$ cat src/rtl/ftss_pkg.sv
// shared types and constants for the four-timestamp sync stamper
package ftss_pkg;

	localparam int RING_DEPTH_DEF = 8;

	// configuration port
	localparam int CFG_W     = 32;
	localparam int CFG_IDX_W = 1;
	localparam logic [CFG_IDX_W-1:0] REG_MAX_REMOTE_WAIT = 1'b0;
	localparam logic [CFG_IDX_W-1:0] REG_MAX_WIRE_RTT    = 1'b1;
	localparam logic [CFG_W-1:0] MAX_REMOTE_WAIT_RST = 32'd100000;
	localparam logic [CFG_W-1:0] MAX_WIRE_RTT_RST    = 32'd10000;

	// item modes
	localparam logic MODE_SYNC  = 1'b0;
	localparam logic MODE_FRAME = 1'b1;

	// arithmetic constants
	localparam logic [12:0] WEIGHT_Q16 = 13'd6554;
	localparam logic [63:0] U64_MAX = 64'hFFFF_FFFF_FFFF_FFFF;
	localparam logic [31:0] U32_MAX = 32'hFFFF_FFFF;
	localparam logic signed [63:0] S64_MAX = 64'sh7FFF_FFFF_FFFF_FFFF;
	localparam logic signed [63:0] S64_MIN = 64'sh8000_0000_0000_0000;

	typedef struct packed {
		logic        mode;
		logic [63:0] now_us;
		logic [63:0] remote_sync_rx_us;
		logic [63:0] remote_capture_us;
		logic [15:0] frame_seq;
		logic [31:0] remote_latency_us;
	} in_item_t;

	typedef struct packed {
		logic [63:0]        stamp_us;
		logic [31:0]        end_to_end_latency_us;
		logic [15:0]        gap_count;
		logic [31:0]        loss_total;
		logic               offset_valid;
		logic               sample_taken;
		logic signed [63:0] offset_q8;
	} out_item_t;

	// acceptance window for a stored send time: lo < t1 < hi
	typedef struct packed {
		logic signed [65:0] lo;
		logic signed [65:0] hi;
	} scan_win_t;

	// search token handed from cell to cell
	typedef struct packed {
		logic        go;
		logic        found;
		logic [63:0] best;
	} scan_tok_t;

endpackage

$ cat src/rtl/ftss_ring_cell.sv
// one ring cell: holds a send time and updates the passing search token
module ftss_ring_cell (
	input  logic                clk,
	input  logic                arst_n,
	input  logic                wr_en,
	input  logic [63:0]         wr_data,
	input  ftss_pkg::scan_win_t win,
	input  ftss_pkg::scan_tok_t tok_in,
	output ftss_pkg::scan_tok_t tok_out
);
	import ftss_pkg::*;

	logic [63:0]        entry_q;
	logic signed [65:0] entry_x;
	logic               hit;
	logic               take;
	logic               go_q;
	logic               found_q;
	logic [63:0]        best_q;

	assign entry_x = $signed({2'b00, entry_q});
	// zero means empty; larger send time means smaller wire round trip
	assign hit  = (entry_q != '0) && (entry_x > $signed(win.lo)) && (entry_x < $signed(win.hi));
	assign take = hit && (!tok_in.found || (entry_q > tok_in.best));

	always_ff @(posedge clk or negedge arst_n) begin
		if (!arst_n) begin
			entry_q <= '0;
			go_q    <= 1'b0;
		end else begin
			go_q <= tok_in.go;
			if (wr_en) begin
				entry_q <= wr_data;
			end
		end
	end

	always_ff @(posedge clk) begin
		found_q <= tok_in.found | hit;
		best_q  <= take ? entry_q : tok_in.best;
	end

	assign tok_out.go    = go_q;
	assign tok_out.found = found_q;
	assign tok_out.best  = best_q;

endmodule

$ cat config.mk
export PLATFORM = sky130hd
export DESIGN_NAME = ftss_ring_cell
export DESIGN_NICKNAME = d
export VERILOG_FILES = /design/src/rtl/ftss_pkg.sv /design/src/rtl/ftss_ring_cell.sv
export SDC_FILE = /design/constraint.sdc
export NUM_CORES = 1
export LEC_CHECK = 0
export ABC_CLOCK_PERIOD_IN_PS = 4200
export BUFFER_PORTS_ARGS = -buffer_cell sky130_fd_sc_hd__buf_2
export CORE_ASPECT_RATIO = 0.9
export CORE_MARGIN = 2
export CORE_UTILIZATION = 52
export DETAILED_ROUTE_END_ITERATION = 8
export PLACE_DENSITY = 0.82
export SLEW_MARGIN = 40
export SYNTH_ARGS = -nofsm -noshare
export SYNTH_HDL_FRONTEND = slang
export SYNTH_SLANG_ARGS = --single-unit
$ cat constraint.sdc
create_clock -name clk -period 4.2 [get_ports clk]
set_input_delay 0.84 -clock clk [delete_from_list [all_inputs] [get_ports clk]]
set_output_delay 0.84 -clock clk [all_outputs]
set_load 0.02 [all_outputs]
==> results of run 1 <==
[flip-flops by register name (all words and copies together) (netlist names)]
register  count
found_q       1
best_q       64
go_q          1
entry_q      64
[final timing paths]
kind | start | cells after the start | slack [ps] | end
worst max-delay path | entry_q[30] | 10 | 640 | best_q[63]
worst min-delay path | arst_n | 1 | 420 | entry_q[14]
worst max register to register | entry_q[30] | 10 | 640 | best_q[63]
worst min register to register | entry_q[0] | 1 | 550 | best_q[0]
max in group asynchronous | arst_n | 1 | 3260 | entry_q[53]
min in group clk | tok_in[65] | 1 | 520 | go_q
[logic make-up after synthesis]
logic type               count (synthesis)  share of synthesized area [%]
adder cells (fa/ha/maj)                191                           24.6
flip-flops                             130                           30.2
multiplexers                           127                           17.0
AO/OA/AOI/OAI                          153                           9.42
buffers and inverters                  214                           8.85
AND/OR/NAND/NOR                        178                           9.92
[power groups by stage]
| stage | logic [µW] | registers, µW | clock network (µW) |
|---|---|---|---|
| detailed placement | 1150 | 1550 | 0 |
| CTS | 1170 | 1530 | 1680 |
| global placement | 1110 | 1550 | 0 |
| floorplan | 675 | 1580 | 0 |
| global route | 1300 | 1550 | 1740 |
| finish | 1170 | 1540 | 1660 |
[synthesized netlist by cell type (2+ instances only)]
library cell | count | area [µm²]
a21o_1 | 13 | 97.6
nor4_1 | 23 | 144
dfrtp_1 | 65 | 1630
ha_1 | 191 | 2390
inv_1 | 199 | 747
mux2_4 | 60 | 901
nand2_1 | 49 | 184
dfxtp_1 | 65 | 1300
a22oi_1 | 2 | 15.0
a221oi_1 | 6 | 52.6
buf_6 | 5 | 56.3
nor2_1 | 18 | 67.6
mux2_2 | 67 | 754
o21ai_0 | 33 | 165
nand4_1 | 37 | 231
buf_4 | 2 | 15.0
nand3_1 | 19 | 95.1
nor2b_1 | 3 | 18.8
a21boi_0 | 2 | 15.0
nand2b_1 | 4 | 25.0
and4_1 | 4 | 35.0
nor3_1 | 6 | 30.0
or3_1 | 2 | 12.5
a211oi_1 | 6 | 45.0
a31oi_1 | 3 | 18.8
a21oi_1 | 74 | 370
o31ai_1 | 2 | 15.0
or4_1 | 4 | 30.0
clkbuf_1 | 7 | 26.3
a2111oi_0 | 3 | 26.3
[worst max-delay path: cells and delay by family, from the launching register on]
kind | cells | cell delay (ps)
buffers and inverters | 1 | 330
flip-flops | 1 | 500
multiplexers | 1 | 390
AND/OR/NAND/NOR | 5 | 1610
adder cells (fa/ha/maj) | 1 | 350
AO/OA/AOI/OAI | 2 | 200
[metrics by stage]
step                utilization (%)  power [µW]  cells  area (µm²)
floorplan                         -        2260    993        9710
global placement               63.4        2660   1558       11600
detailed placement             63.4        2700   1558       11600
CTS                            67.0        4370   1590       12300
global route                   67.1        4590   1597       12300
finish                         67.1        4370   1597       12300
[metal layers]
metal | up-vias | share of wire (%) | track usage [%]
met3 | 97 | 6.1 | 5.55
met2 | 380 | 48 | 52.2
li1 | 4191 | - | -
met5 | - | 0.043 | 0
met4 | 2 | 4.3 | 14.8
met1 | 4091 | 42 | 37.4
[cell type report]
| cell class | instances | area [µm²] |
|---|---|---|
| diodes | 7 | 17.5 |
| clock buffers | 20 | 447 |
| clock inverters | 12 | 205 |
| fillers | 1440 | 6040 |
| inverters | 199 | 747 |
| multi-input cells | 649 | 5920 |
| flip-flops and latches | 130 | 2930 |
| well taps | 245 | 307 |
| repair buffers | 335 | 1730 |
==> results_dict.tcl, run 1 <==
set metrics [dict create \
    status "finished clean" \
    period_share_pct 84.7 \
    ant_nets 0 \
    drt-total-wl_um 30000 \
    clockBufferDepth 2 \
    crit_path_end_kind "flip-flop" \
    synth_edf_count 0 \
    wl_per_cell_um 18.8 \
    cpMostUsedCell "or3_1" \
    cts_buffers 17 \
    pwr-share-comb_pct 26.8 \
    cts_resized 0 \
    crit_path_cell_trace "ha_1, nand4_1, or3_1, or3_1, or4_1, nand3_1, a211oi_2, o211ai_4, buf_12, mux2_2" \
    dp_hpwl_um 23900 \
    area_delta_synth_final_pct 26.7 \
    firstDrtPassIters 4 \
    pre_cts_slack_ps 247 \
    fmax_mhz 281 \
    place_congestion 0.950 \
    power_switching_uw 1360 \
    tightestPinTransition_ps 856 \
    p_clk_share_pct 38.1 \
    async_flop_share_pct 50.0 \
    fin_worst_skew_ps 11.5 \
    post_cts_buffers 0 \
    io_buffers 330 \
    root_buffer "clkbuf_16" \
    worstPathRequired_ps 4510 \
    critical_path_class "reg -> reg" \
    fin_tns_setup_ps 0 \
    hold_buffers 0 \
    drc 0 \
    rows 47 \
    slew_violations 0 \
    ys_ff_latch 130 \
    dr.first_iter.drc_count 406 \
    htreeDepth 4 \
    mostFrequentLayoutCells "buf_2, inv_1, ha_1, a21oi_1, mux2_2" \
    rsz0062_at_grt "false" \
    crit_fanout 39 \
    yosysWarnings 0 \
    grt_pass1_vias 9131 \
    ys_seq_area_share_pct 30.2 \
    layout.nets 1788 \
    max_cap_violations 0 \
    setup_viol 0 \
    critPathSlowestCell "or4_1" \
    overflow 0 \
    vias 8761 \
    antenna_found_initial 8 \
    final_common_cell "buf_2" \
    drive_gt1_share_pct 37.0 \
    power_density_nw_per_um2 355 \
    vias_per_cell 5.49 \
    peakVddDrop_mv 0.249 \
    io_pins 331 \
    clk_pin_slew_worst_paths_ps 60 \
    critical_path.max_stage_delay_ps 530 \
    grt_use_total_pct 30.6 \
    fin_hold_ws_ps 418 \
    seqPwrFrac_pct 35.1 \
    finalHoldViolCount 0 \
    swShare_pct 31.1 \
    synth_cell_types 49 \
    syn_area_per_cell_um2 9.78 \
    die_w_um 148 \
    grt_max_degree 66 \
    relSlewSlack_pct 43.0 \
    worstPathArrival_ps 3870 \
    die_h_um 134 \
    cts_tree "built" \
    setup_ws_ps 643 \
    start_util_pct 52.9 \
    worstHoldPathType "in -> async" \
    synthesis.nets 1449 \
    ys.flop_type "dfxtp_1" \
    fin_crit_ps 3560 \
    grt_first_pass_wirelength_um 46900 \
    syn_area_um2 9710 \
    p_leak_uw 0.00692 \
    cp-start-kind "flip-flop" \
    syn_inst 993 \
    core_area_um2 18300 \
    clk_latency_ps 420 \
    cts.sinks 130 \
    die-area_um2 19800 \
    internal_power_uw 3010 \
]
Note: power is estimated with default switching activity, not from simulation.
==> inputs of run 2 (changes only) <==
--- a/config.mk
+++ b/config.mk
@@ -5,7 +5,7 @@
 export SDC_FILE = /design/constraint.sdc
 export NUM_CORES = 1
 export LEC_CHECK = 0
-export ABC_CLOCK_PERIOD_IN_PS = 4200
+export ABC_CLOCK_PERIOD_IN_PS = 3600
 export BUFFER_PORTS_ARGS = -buffer_cell sky130_fd_sc_hd__buf_2
 export CORE_ASPECT_RATIO = 0.9
 export CORE_MARGIN = 2
==> constraint.sdc (replaced) <==
create_clock -name clk -period 3.6 [get_ports clk]
set_input_delay 0.72 -clock clk [delete_from_list [all_inputs] [get_ports clk]]
set_output_delay 0.72 -clock clk [all_outputs]
set_load 0.02 [all_outputs]
==> run 2 against run 1 <==
  * Critical path depth stayed put
  * Wire length is 0.25% lower
  * Cell area is 1.0% higher
  * Total power is 15% higher
  * Global-route usage is 0.56 points lower
  * Final cell count is 1.3% higher
  * Worst setup slack worse by 510 ps
  * Utilization is 0.70 points higher
  * Fmax is 2.6% higher
  * Die area stayed put
  * Largest cell class unchanged
  * Largest power group unchanged
==> results_dict.tcl, run 2 (same netlist as run 1, synthesis figures left out) <==
set metrics [dict create \
    mostFrequentLayoutCells "buf_2, inv_1, ha_1, a21oi_1, mux2_2" \
    worstReg2RegStart "entry_q[33]" \
    period_share_pct 96.3 \
    ff2ff_path_depth 10 \
    internal_power_uw 3440 \
    setup_ws_ps 133 \
    worstHoldPathType "in -> async" \
    fin_area_um2 12400 \
    fmax_mhz 288 \
    clk_latency_ps 430 \
    firstDrtPassIters 5 \
    hold_buffers 0 \
    path_delay_family "simple AND/OR/NAND/NOR gates" \
    rows 47 \
    reg_top3 "best_q: 64 flops, entry_q: 64 flops" \
    peakVddDrop_mv 0.312 \
    grt_max_degree 66 \
    critical_path.max_stage_delay_ps 520 \
    multi_input_area_um2 5920 \
    die_h_um 134 \
    antenna_found_initial 7 \
    cts_resized 0 \
    grt_pass1_vias 8938 \
    vias_per_cell 5.41 \
    critPathSlowestCell "or4_1" \
    status "finished clean" \
    fin_util_pct 67.8 \
    dp.cells 1579 \
    use_met1_pct 37.1 \
    io_buffers 330 \
    power_density_nw_per_um2 404 \
    layout.nets 1809 \
    fin_worst_skew_ps 10.1 \
    pre_cts_slack_ps -233 \
    dr.first_iter.drc_count 416 \
    cp-start-kind "flip-flop" \
    crit_path_cell_trace "ha_1, nand4_1, or3_1, or3_1, or4_1, nand3_1, a211oi_2, o211ai_4, buf_12, mux2_2" \
    final_common_cell "buf_2" \
    start_util_pct 52.9 \
    fin_crit_ps 3470 \
    area_delta_synth_final_pct 28.1 \
    crit_path_end_kind "flip-flop" \
    root_buffer "clkbuf_16" \
    cp.buffers_inverters 1 \
    worstPathArrival_ps 3780 \
    finalHoldViolCount 0 \
    drc 0 \
    place_congestion 0.938 \
    layoutNonFillerInstCount 1617 \
    swShare_pct 31.6 \
    cts.sinks 130 \
    core_area_um2 18300 \
    vias 8748 \
    crit_fanout 24 \
    slew_violations 0 \
    max_cap_violations 0 \
    die_w_um 148 \
    dp_hpwl_um 24400 \
    clk_pin_slew_worst_paths_ps 60 \
    io_pins 331 \
    htreeDepth 4 \
    p_leak_uw 0.00701 \
    clockBufferDepth 2 \
    p_clk_share_pct 36.5 \
    wl_per_cell_um 18.5 \
    relSlewSlack_pct 53.7 \
    cts_buffers 17 \
    reg2reg_setup_slack_ps 130 \
    cts_tree "built" \
    grt_use_total_pct 30.0 \
    cpMostUsedCell "or3_1" \
    drive_gt1_share_pct 38.0 \
    grt_first_pass_wirelength_um 45900 \
    die-area_um2 19800 \
    place_area_um2 11800 \
    seqPwrFrac_pct 35.2 \
    fillers 1456 \
    critical_path_class "reg -> reg" \
    power_switching_uw 1590 \
    overflow 0 \
    grt.busiest_layer "met2" \
    tightestPinTransition_ps 687 \
    drt-total-wl_um 30000 \
    ant_nets 0 \
    setup_viol 0 \
    regArea_um2 2930 \
    grtUsageMet3_pct 5.58 \
    r2r-end "best_q[0]" \
    rsz0062_at_grt "false" \
    worstPathRequired_ps 3910 \
    pwr-share-comb_pct 28.2 \
    post_cts_buffers 0 \
    grtUsageMet2_pct 51.4 \
]
## run 2: cell count changes in the layout (fill, tap and decap cells not counted)
cell       change
buf_4         +21
bufinv_16      -2
clkbuf_1       -1
clkbuf_8       +2
clkinv_4       +2
diode_2        -1
inv_6          -1
## run 2: worst max path at each step
| stage | from | end | slack, ps | cells after the start |
|---|---|---|---|---|
| 2_1_floorplan | win[33] | best_q[13] | 240 | 11 |
| 3_3_place_gp | win[32] | best_q[2] | -90 | 12 |
| 3_5_place_dp | tok_in[59] | best_q[0] | -230 | 11 |
| 4_1_cts | entry_q[32] | best_q[0] | 140 | 10 |
| 5_1_grt | entry_q[32] | best_q[0] | 20 | 10 |
| 6_report | entry_q[33] | best_q[0] | 130 | 10 |
## run 2: worst register-to-register path, delay by kind of cell, from the launching register on
family	cells	cell delay (ps)
AOI/OAI and AO/OA	2	270
adders and majority gates	1	340
buffers and inverters	1	280
DFF	1	480
muxes	1	390
and+or+nand+nor	5	1580
## run 2: metrics by stage
step	power, µW	setup TNS (ps)	hold WS (ps)
final	5030	0	313
after detailed placement	3190	-10090	533
after global routing	5270	0	363
after global placement	3130	-2160	509
after floorplan	2630	0	424
after CTS	5030	0	327
## run 2: layer usage
metal  share of wire (%)  routed length, µm
met1                  43              12800
met3                 5.6               1670
met5               0.050                 15
met2                  48              14400
met4                 3.5               1040
## run 2: final cells by class
cell class | instances | share of cell area, %
multi-input combinational | 649 | 47.6
sequential | 130 | 23.5
timing repair buffer | 356 | 15.2
inverter | 199 | 6.01
clock buffer | 21 | 3.78
tap | 245 | 2.47
clock inverter | 11 | 1.24
antenna | 6 | 0.121
## run 2: power by group through the flow
stage	clock, µW	sequential, µW	combinational, µW
6_report	1840	1770	1420
5_1_grt	1910	1790	1570
4_1_cts	1850	1770	1420
3_5_place_dp	0	1790	1400
3_3_place_gp	0	1790	1340
2_1_floorplan	0	1850	788
==> inputs of run 3 (changes only) <==
--- a/config.mk
+++ b/config.mk
@@ -8,10 +8,10 @@
 export ABC_CLOCK_PERIOD_IN_PS = 3600
 export BUFFER_PORTS_ARGS = -buffer_cell sky130_fd_sc_hd__buf_2
 export CORE_ASPECT_RATIO = 0.9
-export CORE_MARGIN = 2
 export CORE_UTILIZATION = 52
 export DETAILED_ROUTE_END_ITERATION = 8
 export PLACE_DENSITY = 0.82
+export REMOVE_ABC_BUFFERS = 1
 export SLEW_MARGIN = 40
 export SYNTH_ARGS = -nofsm -noshare
 export SYNTH_HDL_FRONTEND = slang
==> run 3 against run 2 <==
  * Die area is 2.8% lower
  * Via count is 1.3% higher
  * Sequential cell count stayed put
  * Clock skew is 3.5 ps higher
  * Wire length is 3.0% lower
  * Clock-buffer cell count is 2 lower
  * Sequential power hardly changed
  * Critical path type unchanged
==> results_dict.tcl, run 3 (same netlist as run 1, synthesis figures left out) <==
set metrics [dict create \
    fin_crit_ps 3480 \
    drc 0 \
    area_delta_synth_final_pct 28.2 \
    grt_pass1_vias 9068 \
    mostFrequentLayoutCells "buf_2, inv_1, ha_1, a21oi_1, mux2_2" \
    critical_path_class "reg -> reg" \
    worstPathArrival_ps 3800 \
    dp.cells 1584 \
    max_cap_violations 0 \
    wl_per_cell_um 18.0 \
    dp_hpwl_um 23600 \
    final_common_cell "buf_2" \
    worstReg2RegStart "entry_q[7]" \
    grt_use_total_pct 30.4 \
    crit_fanout 10 \
    worstHoldPathType "in -> async" \
    layout.nets 1814 \
    overflow 0 \
    setup_viol 0 \
    clk_latency_ps 440 \
    fin_worst_skew_ps 13.6 \
    cp-start-kind "flip-flop" \
    pre_cts_slack_ps -220 \
    antenna_found_initial 3 \
    io_pins 331 \
    reg2reg_setup_slack_ps 120 \
    io_buffers 330 \
    cts_resized 0 \
    reg_top3 "best_q: 64 flops, entry_q: 64 flops" \
    critical_path.max_stage_delay_ps 560 \
    die-area_um2 19200 \
    cts_buffers 17 \
    relSlewSlack_pct 50.0 \
    fmax_mhz 288 \
    fin_util_pct 67.9 \
    critPathSlowestCell "or4_1" \
    clockBufferDepth 2 \
    vias_per_cell 5.48 \
    start_util_pct 52.9 \
    die_w_um 146 \
    period_share_pct 96.6 \
    status "finished clean" \
    htreeDepth 4 \
    rsz0062_at_grt "false" \
    root_buffer "clkbuf_16" \
    post_cts_buffers 0 \
    core_area_um2 18300 \
    p_leak_uw 0.00703 \
    drive_gt1_share_pct 38.3 \
    slew_violations 0 \
    power_density_nw_per_um2 392 \
    fillers 1433 \
    ff2ff_path_depth 11 \
    drt-total-wl_um 29100 \
    grt_max_degree 66 \
    firstDrtPassIters 6 \
    dr.first_iter.drc_count 390 \
    rows 47 \
    grt_first_pass_wirelength_um 45300 \
    place_congestion 0.921 \
    setup_ws_ps 123 \
    worstPathRequired_ps 3920 \
    r2r-end "best_q[17]" \
    path_delay_family "compound AO/OA/AOI/OAI gates" \
    clk_pin_slew_worst_paths_ps 70 \
    cp.buffers_inverters 2 \
    vias 8862 \
    cts_tree "built" \
    die_h_um 132 \
    peakVddDrop_mv 0.289 \
    cpMostUsedCell "buf_12" \
    hold_buffers 0 \
    ant_nets 0 \
    finalHoldViolCount 0 \
    crit_path_end_kind "flip-flop" \
    layoutNonFillerInstCount 1618 \
    crit_path_cell_trace "ha_1, a21oi_1, o21ai_0, a221oi_1, a31oi_1, or4_1, a211oi_2, o211ai_4, buf_12, buf_12, mux2_4" \
    tightestPinTransition_ps 750 \
    cts.sinks 130 \
]
## run 3: changes by cell type in the layout (fill, tap and decap cells not counted), sizes merged
cell,change
bufinv,-3
inv,+5
clkinvlp,+1
clkinv,-1
diode,-4
buf,+5
clkbuf,-2
## run 3: cell type report
cell class                      count  area (µm²)  area share, %
Tap cell                          245         307           2.46
Timing Repair Buffer              361        1980           15.9
Antenna cell                        2        5.00         0.0402
Inverter                          199         747           6.00
Clock inverter                     13         100          0.804
Multi-Input combinational cell    649        5920           47.6
Sequential cell                   130        2930           23.5
Clock buffer                       19         464           3.73
## run 3: report_power, final
group	switching (µW)	total, µW	internal [µW]
sequential	159	1760	1600
clock	730	1680	948
combinational	740	1440	705
total	1630	4890	3260
## run 3: per-layer routing
layer  vias up  part of all wire, %  track usage, %
li1       4242                    -               -
met1      4178                   43            37.7
met2       374                   48            52.1
met3        68                  6.6            6.04
met4         0                  2.9            11.2
met5         -                    0               0
## run 3: per-stage QoR
stage	total power (µW)	cell area [µm²]	setup TNS, ps	hold slack (ps)
2_1_floorplan	2620	9600	-53620	424
3_3_place_gp	3150	11900	-4790	531
3_5_place_dp	3210	11900	-9810	540
4_1_cts	4890	12400	0	328
5_1_grt	5130	12400	0	348
6_report	4890	12500	0	301
## run 3: worst register-to-register path, stage by stage (launching register included)
cell and delay [ps]:
dfrtp_1 460, ha_1 320, a21oi_1 200, o21ai_0 120
a221oi_1 370, a31oi_1 170, or4_1 560, a211oi_2 350
o211ai_4 160, buf_12 190, buf_12 150, mux2_4 300
## run 3: how the worst max path moves through the flow
stage | end | from | cells after the start | slack, ps
2_1_floorplan | best_q[0] | tok_in[59] | 9 | -920
3_3_place_gp | best_q[18] | win[7] | 13 | -130
3_5_place_dp | best_q[17] | win[7] | 13 | -220
4_1_cts | best_q[17] | entry_q[7] | 11 | 110
5_1_grt | best_q[17] | entry_q[7] | 11 | 20
6_report | best_q[17] | entry_q[7] | 11 | 120
